[src/hw/rtl/chbd_pkg.sv]
// Shared types and constants for the chunked body decoder.
// Depends on nothing; imported by every module of the block.
package chbd_pkg;

   // Width of the chunk size register; a size that needs more bits is an overflow.
   localparam int SIZE_BITS = 32;
   localparam int LEN_BITS  = 32;

   localparam logic [7:0] CH_0  = 8'h30;
   localparam logic [7:0] CH_9  = 8'h39;
   localparam logic [7:0] CH_LA = 8'h61;
   localparam logic [7:0] CH_LF_HEX = 8'h66;
   localparam logic [7:0] CH_UA = 8'h41;
   localparam logic [7:0] CH_UF = 8'h46;
   localparam logic [7:0] CH_CR = 8'h0d;
   localparam logic [7:0] CH_LF = 8'h0a;

   localparam logic [3:0] DIGIT_SAT = 4'd15;

   typedef enum logic [5:0] {
      M_SIZE  = 6'b000001,
      M_SKIP  = 6'b000010,
      M_DATA  = 6'b000100,
      M_AFTD  = 6'b001000,
      M_AFTCR = 6'b010000,
      M_DONE  = 6'b100000
   } mode_type;

   typedef enum logic [1:0] {
      ST_OK    = 2'd0,
      ST_TRUNC = 2'd1,
      ST_OVF   = 2'd2
   } status_type;

   typedef struct packed {
      logic [7:0] in_byte;
      logic       in_last;
   } req_type;

   typedef struct packed {
      logic [7:0]          out_byte;
      logic                byte_valid;
      logic                msg_end;
      logic [1:0]          status;
      logic [LEN_BITS-1:0] payload_len;
   } rsp_type;

   // Parser context carried from one byte to the next.
   typedef struct packed {
      mode_type             mode;
      logic [SIZE_BITS-1:0] remaining;
      logic [3:0]           digits;
      logic [LEN_BITS-1:0]  count;
   } ctx_type;

   localparam ctx_type CTX_RESET = '{
      mode:      M_SIZE,
      remaining: '0,
      digits:    '0,
      count:     '0
   };

endpackage

[src/hw/rtl/chbd_step.sv]
// Next-state and result logic for one body byte of the chunked decoder.
// Depends on chbd_pkg.
module chbd_step
   import chbd_pkg::*;
(
   input  ctx_type cur,
   input  req_type item,
   output ctx_type nxt,
   output logic    emit,
   output rsp_type rsp
);

   typedef struct packed {
      mode_type             mode;
      logic [SIZE_BITS-1:0] remaining;
      logic [3:0]           digits;
      logic                 fin;
      status_type           st;
   } sz_type;

   // One byte of a size line: LF closes the line, a hex digit shifts in,
   // anything else starts the skip to end of line.
   function automatic sz_type size_byte(input logic [7:0] c,
                                        input logic [SIZE_BITS-1:0] rem,
                                        input logic [3:0] dig);
      sz_type     r;
      logic       is_hex;
      logic [3:0] v;
      r.mode      = M_SIZE;
      r.remaining = rem;
      r.digits    = dig;
      r.fin       = 1'b0;
      r.st        = ST_OK;
      is_hex      = 1'b1;
      v           = '0;
      case (c) inside
         [CH_0:CH_9]:       v = c[3:0];
         [CH_LA:CH_LF_HEX]: v = c[3:0] + 4'd9;
         [CH_UA:CH_UF]:     v = c[3:0] + 4'd9;
         default:           is_hex = 1'b0;
      endcase
      if (c == CH_LF) begin
         if (rem == '0) begin
            r.fin  = 1'b1;
            r.mode = M_DONE;
         end else begin
            r.mode = M_DATA;
         end
      end else if (is_hex) begin
         if (rem[SIZE_BITS-1 -: 4] != 4'd0) begin
            r.fin  = 1'b1;
            r.st   = ST_OVF;
            r.mode = M_DONE;
         end else begin
            r.remaining = {rem[SIZE_BITS-5:0], v};
            if (dig < DIGIT_SAT) r.digits = dig + 4'd1;
         end
      end else begin
         r.mode = M_SKIP;
      end
      return r;
   endfunction

   sz_type               sz;
   ctx_type              stepped;
   logic                 fin;
   logic                 was_done;
   logic                 valid;
   status_type           st;
   logic [SIZE_BITS-1:0] rem_dec;

   assign rem_dec = cur.remaining - {{(SIZE_BITS-1){1'b0}}, 1'b1};

   always_comb begin
      stepped  = cur;
      fin      = 1'b0;
      was_done = 1'b0;
      valid    = 1'b0;
      st       = ST_OK;
      sz       = size_byte(item.in_byte, cur.remaining, cur.digits);
      case (cur.mode)
         M_SIZE: begin
            stepped.mode      = sz.mode;
            stepped.remaining = sz.remaining;
            stepped.digits    = sz.digits;
            fin               = sz.fin;
            st                = sz.st;
         end
         M_SKIP: begin
            if (item.in_byte == CH_LF) begin
               sz           = size_byte(CH_LF, cur.remaining, cur.digits);
               stepped.mode = sz.mode;
               fin          = sz.fin;
               st           = sz.st;
            end
         end
         M_DATA: begin
            valid             = 1'b1;
            stepped.count     = cur.count + {{(LEN_BITS-1){1'b0}}, 1'b1};
            stepped.remaining = rem_dec;
            if (rem_dec == '0) stepped.mode = M_AFTD;
         end
         M_AFTD, M_AFTCR: begin
            if (cur.mode == M_AFTD && item.in_byte == CH_CR) begin
               stepped.mode = M_AFTCR;
            end else if (item.in_byte == CH_LF) begin
               stepped.mode      = M_SIZE;
               stepped.remaining = '0;
               stepped.digits    = '0;
            end else begin
               // no line end after data: byte opens the next size line
               sz                = size_byte(item.in_byte, '0, '0);
               stepped.mode      = sz.mode;
               stepped.remaining = sz.remaining;
               stepped.digits    = sz.digits;
               fin               = sz.fin;
               st                = sz.st;
            end
         end
         default: was_done = 1'b1;
      endcase

      if (item.in_last && !fin && !was_done) begin
         fin = 1'b1;
         st  = ST_TRUNC;
      end

      emit             = fin || valid;
      rsp.out_byte     = valid ? item.in_byte : 8'd0;
      rsp.byte_valid   = valid;
      rsp.msg_end      = fin;
      rsp.status       = fin ? st : ST_OK;
      rsp.payload_len  = fin ? stepped.count : '0;

      nxt = item.in_last ? CTX_RESET : stepped;
   end

endmodule

[src/hw/rtl/http_chunked_body_decoder.sv]
// Top level of the HTTP/1.1 chunked body decoder: input register, parser
// context, result register. Depends on chbd_pkg and chbd_step.
//
//   channel | ports                          | payload
//   --------+--------------------------------+-------------------------------
//   request | req_valid, req_ready, req_data | body byte, last-byte flag
//   result  | rsp_valid, rsp_ready, rsp_data | byte, flags, status, length
//
// One body byte per cycle sustained while the result side does not stall; a
// taken byte passes from the input register to the result register. The
// combinational context update in chbd_step sets the rate. Synchronous reset
// clears the valid flags and the parser context. A stalled result holds the
// result register; the input register then fills and req_ready drops until the result is taken.
module http_chunked_body_decoder
   import chbd_pkg::*;
(
   input  logic    clock,
   input  logic    reset,
   input  logic    req_valid,
   output logic    req_ready,
   input  req_type req_data,
   output logic    rsp_valid,
   input  logic    rsp_ready,
   output rsp_type rsp_data
);

   logic    in_vld_ff, in_vld_in;
   req_type in_data_ff, in_data_in;
   ctx_type ctx_ff, ctx_in;
   logic    rsp_vld_ff, rsp_vld_in;
   rsp_type rsp_data_ff, rsp_data_in;

   ctx_type step_nxt;
   logic    step_emit;
   rsp_type step_rsp;
   logic    advance;

   chbd_step u_step (
      .cur  (ctx_ff),
      .item (in_data_ff),
      .nxt  (step_nxt),
      .emit (step_emit),
      .rsp  (step_rsp)
   );

   // Process the held request once the result register is free or draining.
   assign advance   = in_vld_ff && (!rsp_vld_ff || rsp_ready);
   assign req_ready = !in_vld_ff || advance;

   always_comb begin
      in_vld_in  = in_vld_ff;
      in_data_in = in_data_ff;
      if (req_ready) begin
         in_vld_in  = req_valid;
         in_data_in = req_data;
      end
   end

   // Advance the parser context only when a request is consumed.
   assign ctx_in = advance ? step_nxt : ctx_ff;

   always_comb begin
      rsp_vld_in  = rsp_vld_ff && !rsp_ready;
      rsp_data_in = rsp_data_ff;
      if (advance) begin
         rsp_vld_in = step_emit;
         if (step_emit) rsp_data_in = step_rsp;
      end
   end

   always_ff @(posedge clock) begin
      if (reset) begin
         in_vld_ff  <= 1'b0;
         ctx_ff     <= CTX_RESET;
         rsp_vld_ff <= 1'b0;
      end else begin
         in_vld_ff  <= in_vld_in;
         ctx_ff     <= ctx_in;
         rsp_vld_ff <= rsp_vld_in;
      end
   end

   always_ff @(posedge clock) begin
      in_data_ff  <= in_data_in;
      rsp_data_ff <= rsp_data_in;
   end

   assign rsp_valid = rsp_vld_ff;
   assign rsp_data  = rsp_data_ff;

endmodule

[config.mk]
export PLATFORM = sky130hd
export DESIGN_NAME = http_chunked_body_decoder
export DESIGN_NICKNAME = d
export VERILOG_FILES = /design/src/hw/rtl/chbd_pkg.sv /design/src/hw/rtl/chbd_step.sv /design/src/hw/rtl/http_chunked_body_decoder.sv
export SDC_FILE = /design/constraint.sdc
export NUM_CORES = 1
export LEC_CHECK = 0
export ABC_CLOCK_PERIOD_IN_PS = 7900
export BUFFER_PORTS_ARGS = -buffer_cell sky130_fd_sc_hd__buf_4
export CAP_MARGIN = 20
export CORE_ASPECT_RATIO = 0.9
export CORE_MARGIN = 2
export CORE_UTILIZATION = 57
export DETAILED_ROUTE_END_ITERATION = 12
export GPL_TIMING_DRIVEN = 0
export PLACE_DENSITY = 0.87
export SYNTH_ARGS = -nofsm -noshare
export SYNTH_HDL_FRONTEND = slang
export SYNTH_SLANG_ARGS = --single-unit
[constraint.sdc]
create_clock -name clock -period 7.9 [get_ports clock]
set_input_delay 1.185 -clock clock [delete_from_list [all_inputs] [get_ports clock]]
set_output_delay 1.185 -clock clock [all_outputs]
set_load 0.05 [all_outputs]
==> results of run 1 <==
## state kept, by name (all words and copies together) (netlist names)
| register | count |
|---|---|
| ctx_ff | 70 |
| in_data_ff | 9 |
| in_vld_ff | 1 |
| rsp_data | 44 |
| rsp_valid | 1 |
## power groups by stage
stage	clock (mW)	sequential (mW)	combinational [mW]
2_1_floorplan	0	0.709	0.0871
3_3_place_gp	0	0.702	0.133
3_5_place_dp	0	0.701	0.137
4_1_cts	0.801	0.687	0.138
5_1_grt	0.827	0.688	0.153
6_report	0.804	0.688	0.142
## worst max-delay path, delay by kind of cell (launching register included)
family,cells,cell delay [ps]
AOI/OAI and AO/OA,5,1880
adders and majority gates,1,230
and+or+nand+nor,2,360
DFF,1,480
buffers and inverters,3,680
## worst min-delay path by stage
stage	startpoint	end	slack [ps]	cells after the start
after floorplan	ctx_ff[55]	ctx_ff[55]	470	2
after global placement	ctx_ff[3]	ctx_ff[3]	490	2
after detailed placement	ctx_ff[3]	ctx_ff[3]	510	2
after CTS	ctx_ff[27]	ctx_ff[27]	520	2
after global routing	ctx_ff[27]	ctx_ff[27]	550	2
final	ctx_ff[70]	ctx_ff[70]	520	2
## cell families (layout without fill, tap and decap cells)
logic type | count (synthesis) | in the layout | share of synthesized area (%)
and+or+nand+nor | 360 | 360 | 26.66
AOI/OAI and AO/OA | 191 | 191 | 16.68
DFF | 125 | 125 | 43.57
buffers and inverters | 77 | 168 | 4.548
xor gates and xnor gates | 53 | 53 | 6.669
adders and majority gates | 8 | 8 | 1.438
muxes | 3 | 3 | 0.4314
## final cells by class
cell class	instances	area [um2]
fill	951	3745
multi-input combinational	615	3622
tap	160	200.2
sequential	125	3033
clock buffer	21	481.7
clock inverter	11	127.6
timing repair buffer	59	455.4
inverter	11	41.29
buffer	66	275.3
## routing by layer
| metal | up-vias | GRT usage, % |
|---|---|---|
| met3 | 85 | 6.590 |
| met2 | 430 | 49.68 |
| met1 | 3148 | 37.84 |
| met5 | - | 0 |
| li1 | 3138 | - |
| met4 | 2 | 15.70 |
## synthesized netlist by cell type (7+ instances only)
cell type / number / area, um2
nand3_1: 23 / 115.1
nor3_1: 51 / 255.2
a31oi_1: 11 / 68.82
ha_1: 8 / 100.1
buf_2: 10 / 50.05
o21ai_0: 36 / 180.2
nor4_1: 15 / 93.84
a22oi_1: 20 / 150.1
inv_1: 9 / 33.78
nand2_1: 42 / 157.7
or3_1: 18 / 112.6
clkbuf_1: 51 / 191.4
nand2b_1: 7 / 43.79
nor2_1: 128 / 480.5
edfxtp_1: 53 / 1592
xor2_1: 28 / 245.2
and3_1: 14 / 87.58
xnor2_1: 25 / 219.0
dfxtp_1: 72 / 1441
a21oi_1: 85 / 425.4
nand4_1: 15 / 93.84
## through the flow
step	area [um2]	setup WS, ps	std cells	util, %	power, mW
5_1_grt	8237	3651	1068	68.74	1.668
6_report	8237	3948	1068	68.74	1.634
4_1_cts	8237	4015	1068	68.74	1.626
2_1_floorplan	6960	3027	817	-	0.7964
3_3_place_gp	7596	1745	1035	63.40	0.8348
3_5_place_dp	7627	4064	1036	63.66	0.8375
==> flow_summary.toml, run 1 <==
[outcome]
status = "finished clean"

[worst_setup_path]
crit_chain = "inv_1, ha_1, o21bai_1, a2111oi_2, nor2_2, o2bb2ai_1, o21ai_1, and2_1, clkbuf_1, a21oi_4, buf_12"
cpMaxStageDelayCell = "a2111oi_2"
r2r_end = "rsp_data[18]"
r2r_start = "in_data_ff[2]"
cp-endpoint = "rsp_data[18]"
critical_path_class = "reg -> reg"
cp.arrival_ps = 4070
startpoint = "in_data_ff[2]"
required_ps = 8020
worstRegToRegCells = 11
crit_path_end_kind = "flop"
critPathLaunchType = "flop"
crit_path_max_incr_delay_ps = 830
cp_max_fo = 30
r2r_setup_slack_ps = 3950

[timing]
period_minus_slack_ps = 3952
fin_setup_tns_ps = 0
setup_viol = 0
rsz0062_at_grt = "no"
maxSlewHeadroom_pct = 35.13
fmax_ghz = 0.2530
fin_crit_sh_pct = 50.03
drv_slew = 0
hold_viol = 0
finalHoldWorstSlack_ps = 521.3
skew_ps = 8.720
worst_slew_pin_slew_ps = 964.1

[floorplanning]
fp.dieH_um = 108.8
core_area_um2 = 11980
rows = 38
pin_count = 59
die_area_um2 = 13110
dieWidth_um = 120.5
initial_core_util_pct = 58.09

[global_route]
antenna_found_initial = 0
grt_use_total_pct = 30.30
grt_first_pass_wirelength_mm = 31.21
grt_max_degree = 31
grt-ovfl-total = 0
grt_pass1_vias = 6289

[layout]
layout_commonest_cell = "nor2_1"
diodes = 0
final_cell_mix = "128 x nor2_1, 84 x a21oi_1, 72 x dfxtp_1"
area_growth_pct = 18.34
final_nets = 916
layout-drive-gt1-share_pct = 13.44

[drt]
drcViolationCount = 0
met1_length_mm = 7.826
met3_length_mm = 1.966
wl_per_cell_um = 18.23
drt-vias-per-instance = 6.370
wl_met2_mm = 8.976
dr.max_layer_used = "met5"
ant_nets = 0
drtIter0Drc = 1007
num_vias = 6803
wl_mm = 19.47
dr.pass1.iters = 8

[clock_network]
htree_levels = 4
clk_latency_ps = 430
cts_sinks = 125
clk_path_buf_depth = 2
cts_made_buffers = 17
post_cts.repair.setup_buffers = 0
cts_hold_buf = 0
root_buffer = "clkbuf_16"
path_clk_slew_ps = 60
cts_tree = "built"
cts_resized = 0

[pwr]
intPower_mw = 1.225
p_comb_share_pct = 8.7
pwr-share-clk_pct = 49.2
p_leak_nw = 3.048
netSwitchingPower_uw = 409.0
power_density_nw_per_um2 = 198.4
sequentialPowerShare_pct = 42.1
swShare_pct = 25.03
ir_worst_vdd_v = 0.0001317

[synth]
netlist_area_um2 = 6960
synth.avg_cell_area_um2 = 8.519
synth-seq-cells = 125
synth_cell_types = 71
syn_nets = 838
synthFlopType = "dfxtp_1"
async_flop_share_pct = 0
netlist_instances = 817
synth.yosys.seq_area_share_pct = 43.57
synth_edf_count = 53
ys.warnings.count = 0

[place]
place_hpwl_mm = 13.03
gp_congestion = 0.9922
portBuffers = 58

[job]
drv_cap = 0

[hold_path]
hp-class = "reg -> reg"
(Power assumes the default switching activity.)
==> run 2, diff against run 1 <==
Settings changed: ABC_CLOCK_PERIOD_IN_PS 7900 to 3350, CORE_UTILIZATION 57 to 54, PLACE_DENSITY 0.87 to 0.86.
Clock period 7.9 ns to 3.35 ns, I/O delays scaled along.
==> run 2 against run 1 <==
Clock power is 130% higher; sequential power is 140% higher; cell count is 0.75% higher.
==> flow_summary.toml, run 2 (same netlist as run 1, synthesis figures left out) <==
[global_route]
grt_first_pass_wirelength_mm = 31.24
grt_use_total_pct = 28.73
grt-ovfl-total = 0
antenna_found_initial = 0
grt_max_degree = 30
grt_pass1_vias = 6342

[floorplanning]
die_area_um2 = 13820
dieWidth_um = 123.7
pin_count = 59
rows = 39
initial_core_util_pct = 55.07
core_area_um2 = 12640
fp.dieH_um = 111.7

[pwr]
sequentialPowerShare_pct = 42.6
p_comb_share_pct = 9.0
p_leak_nw = 3.081
pwr-share-clk_pct = 48.3
swShare_pct = 25.92
netSwitchingPower_uw = 985.4
power_density_nw_per_um2 = 458.0
finalPower_mw = 3.802
ir_worst_vdd_v = 0.0003978
intPower_mw = 2.817

[drt]
wl_met2_mm = 9.293
num_vias = 6758
dr.max_layer_used = "met4"
wl_per_cell_um = 18.09
dr.pass1.iters = 9
wl_mm = 19.47
ant_nets = 0
met1_length_mm = 7.768
drcViolationCount = 0
drtIter0Drc = 884
drt-vias-per-instance = 6.281
met3_length_mm = 1.940

[timing]
finalHoldWorstSlack_ps = 247.2
fin_crit_sh_pct = 95.45
setup_viol = 0
hold_viol = 0
worst_slew_pin_slew_ps = 715.6
fmax_ghz = 0.3127
fin_setup_tns_ps = 0
maxSlewHeadroom_pct = 52.29
skew_ps = 7.515
drv_slew = 0
period_minus_slack_ps = 3198

[layout]
layout_commonest_cell = "nor2_1"
postLayoutCellArea_um2 = 8302
area_growth_pct = 19.27
top_register = "ctx_ff"
largest_reg_flops = 70
layout-drive-gt1-share_pct = 14.80
fillers = 983
diodes = 0
final_nets = 920
final_cell_mix = "128 x nor2_1, 84 x a21oi_1, 72 x dfxtp_1"

[hold_path]
hp-class = "in -> reg"
holdCritStartpoint = "req_data[0]"
min_path_cells = 1

[clock_network]
cts_sinks = 125
cts_made_buffers = 17
clk_latency_ps = 430
htree_levels = 4
root_buffer = "clkbuf_16"
cts_tree = "built"
path_clk_slew_ps = 60
clk_path_buf_depth = 2
cts_hold_buf = 0

[worst_setup_path]
crit_path_end_kind = "flop"
required_ps = 3480
startpoint = "in_data_ff[4]"
critical_path_class = "reg -> reg"
critPathLaunchType = "flop"
cp_max_fo = 29
worstRegToRegCells = 8
cp.arrival_ps = 3330
r2r_start = "in_data_ff[4]"

[job]
drv_cap = 0

[place]
portBuffers = 58
gp_congestion = 0.9771
place_area_um2 = 7645
place_hpwl_mm = 13.14

[outcome]
status = "finished clean"
run 2: cell types whose count changed in the layout (fill, tap and decap cells not counted), moves of 2 or more:
cell      change
clkbuf_8      -2
clkbuf_1      -5
clkinv_4      +2
buf_4         +4
inv_8         +2
clkbuf_2      +3
run 2: per-stage QoR:
stage | worst slack (ps) | cells | util [%]
after floorplan | 26.93 | 817 | -
after global placement | -624.8 | 1039 | 60.33
after detailed placement | -292.3 | 1040 | 60.49
after CTS | 26.90 | 1073 | 65.31
after global routing | -6.541 | 1076 | 65.69
final | 152.3 | 1076 | 65.69
run 2: layout make-up:
cell class                      count  area, um2  share of cell area, %
Buffer                             65      275.3                  3.316
Clock buffer                       17      425.4                  5.124
Clock inverter                     15      163.9                  1.974
Inverter                           11      41.29                 0.4974
Multi-Input combinational cell    615       3652                  43.99
Sequential cell                   125       3033                  36.53
Tap cell                          164      205.2                  2.472
Timing Repair Buffer               64      505.5                  6.089
run 2: critical path, stage by stage, from the launching register on:
cell,delay [ps]
edfxtp_1,490
or4b_1,660
a311oi_4,470
nor2_2,120
o2bb2ai_1,230
o21ai_1,110
and2_2,310
a21oi_4,260
buf_12,230
run 2: per-layer routing:
layer | track usage, % | vias to the layer above
met1 | 37.62 | 3149
met4 | 12.05 | 0
met2 | 45.57 | 408
met5 | 0 | -
li1 | - | 3143
met3 | 6.557 | 58
run 2: power by group through the flow:
stage                     combinational, mW  sequential [mW]  clock, mW
after global placement                0.317             1.65          0
after detailed placement              0.325             1.65          0
after floorplan                       0.208             1.67          0
final                                 0.343             1.62       1.84
after global routing                  0.368             1.62       1.90
after CTS                             0.331             1.62       1.84
run 2: worst paths after layout:
path	endpoint	slack [ps]
worst min-delay path	in_data_ff[0]	250
worst max register to register	rsp_data[23]	150
worst min register to register	ctx_ff[3]	520
worst max-delay path	rsp_data[23]	150
run 2: repair_timing:
action | CTS | global route
gates resized for setup | 0 | 10
pin swaps | 1 | 2
buffers inserted | 1 | 4
setup endpoints to repair | 44 | 100
==> run 3, diff against run 2 <==
Settings changed: CORE_ASPECT_RATIO 0.9 to default, CORE_MARGIN 2 to default.
==> run 3 against run 2 <==
Critical path depth increased by 3; combinational power barely moved; first-iteration DRC count down 30%; largest cell class unchanged; largest power group unchanged.
==> flow_summary.toml, run 3 (same netlist as run 1, synthesis figures left out) <==
[outcome]
status = "finished clean"

[timing]
fmax_ghz = 0.3148
drv_slew = 0
hold_viol = 0
skew_ps = 8.973
period_minus_slack_ps = 3177
setup_viol = 0
finalHoldWorstSlack_ps = 247.5
fin_crit_sh_pct = 94.82
worst_slew_pin_slew_ps = 810.0
maxSlewHeadroom_pct = 45.50
setup_ws_ps = 173.5

[layout]
fin_util_pct = 65.99
regArea_um2 = 3033
fillers = 1013
top_register = "ctx_ff"
layout-drive-gt1-share_pct = 14.38
layout_commonest_cell = "nor2_1"
diodes = 0
final_cell_mix = "128 x nor2_1, 84 x a21oi_1, 72 x dfxtp_1"
multi_input_area_um2 = 3654
area_growth_pct = 19.16
largest_reg_flops = 70
final_nets = 926

[drt]
dr.pass1.iters = 5
wl_per_cell_um = 16.98
drtIter0Drc = 621
drcViolationCount = 0
wl_mm = 18.51
ant_nets = 0
num_vias = 6553
drt-vias-per-instance = 6.012

[pwr]
pwr-share-clk_pct = 45.7
sequentialPowerShare_pct = 44.9
finalPower_mw = 3.615
p_leak_nw = 3.076
intPower_mw = 2.692
p_comb_share_pct = 9.5
netSwitchingPower_uw = 923.0
ir_worst_vdd_v = 0.0003530
swShare_pct = 25.53
power_density_nw_per_um2 = 435.9

[global_route]
grt_pass1_vias = 6068
grt_first_pass_wirelength_mm = 29.64
antenna_found_initial = 0
grt_use_total_pct = 29.12
grt-ovfl-total = 0
grt_max_degree = 28

[worst_setup_path]
critPathLaunchType = "flop"
critical_path_class = "reg -> reg"
required_ps = 3490
cp.arrival_ps = 3310
cp_max_fo = 27
crit_path_end_kind = "flop"

[clock_network]
root_buffer = "clkbuf_16"
cts_sinks = 125
cts_made_buffers = 17
htree_levels = 4
clk_path_buf_depth = 2
clk_latency_ps = 430
cts_tree = "built"
cts_hold_buf = 0
path_clk_slew_ps = 50

[place]
gp_congestion = 0.9546
portBuffers = 58
pre_cts_slack_ps = -330.9
place_hpwl_mm = 12.73

[floorplanning]
rows = 41
dieWidth_um = 115.5
initial_core_util_pct = 55.38
core_area_um2 = 12570
die_area_um2 = 13350
fp.dieH_um = 115.5
pin_count = 59

[job]
drv_cap = 0

[hold_path]
hp-class = "in -> reg"
run 3: cell types whose count changed in the layout (fill, tap and decap cells not counted), moves of 2 or more:
cell / change
buf_4: +5
nor4_2: -2
clkbuf_1: +6
clkbuf_2: -2
inv_8: -2
bufinv_16: -2
clkbuf_8: +2
run 3: area by class of cell:
class	instances	share of cell area [%]
Multi-Input combinational cell	615	44.05
Timing Repair Buffer	69	6.547
Sequential cell	125	36.57
Buffer	66	3.334
Tap cell	172	2.595
Inverter	11	0.4978
Clock inverter	10	0.8146
Clock buffer	22	5.597
run 3: final timing paths:
| path | startpoint | endpoint | slack (ps) | depth (start not counted) |
|---|---|---|---|---|
| worst max-delay path | in_data_ff[2] | rsp_data[24] | 170 | 11 |
| worst max register to register | in_data_ff[2] | rsp_data[24] | 170 | 11 |
| worst min register to register | ctx_ff[22] | ctx_ff[22] | 520 | 2 |
| worst min-delay path | req_data[2] | in_data_ff[2] | 250 | 1 |
run 3: what timing repair did:
action | CTS | global route
pin swaps | 1 | 2
setup buffers | 1 | 9
resized for setup | 0 | 5
setup endpoints to repair | 44 | 46
run 3: worst max-delay path: stages (launching register included):
cell and delay [ps]:
edfxtp_1 500, inv_1 160, ha_1 220, o21bai_1 110, a2111oi_4 470, nor2_2 150
o2bb2ai_1 240, o21ai_1 90, and2_1 180, clkbuf_1 250, a21oi_4 280, buf_12 210
run 3: layer usage:
| metal | vias up | routed length [um] | GRT usage [%] |
|---|---|---|---|
| met4 | 0 | 546 | 13.94 |
| li1 | 3142 | - | - |
| met3 | 56 | 1529 | 7.584 |
| met5 | - | 0 | 0 |
| met1 | 3027 | 7537 | 35.17 |
| met2 | 328 | 8894 | 48.46 |
run 3: power by group through the flow:
stage	logic (mW)	clock network (mW)	registers [mW]
final	0.342	1.65	1.62
after global placement	0.315	0	1.65
after global routing	0.370	1.72	1.62
after floorplan	0.208	0	1.67
after detailed placement	0.323	0	1.65
after CTS	0.328	1.65	1.62
run 3: through the flow:
step | instances | area [um2] | TNS, ps
after floorplan | 817 | 6984 | 0
after CTS | 1081 | 8207 | 0
after global routing | 1090 | 8294 | -168.1
after global placement | 1047 | 7635 | -29050
final | 1090 | 8294 | 0
after detailed placement | 1048 | 7655 | -11010
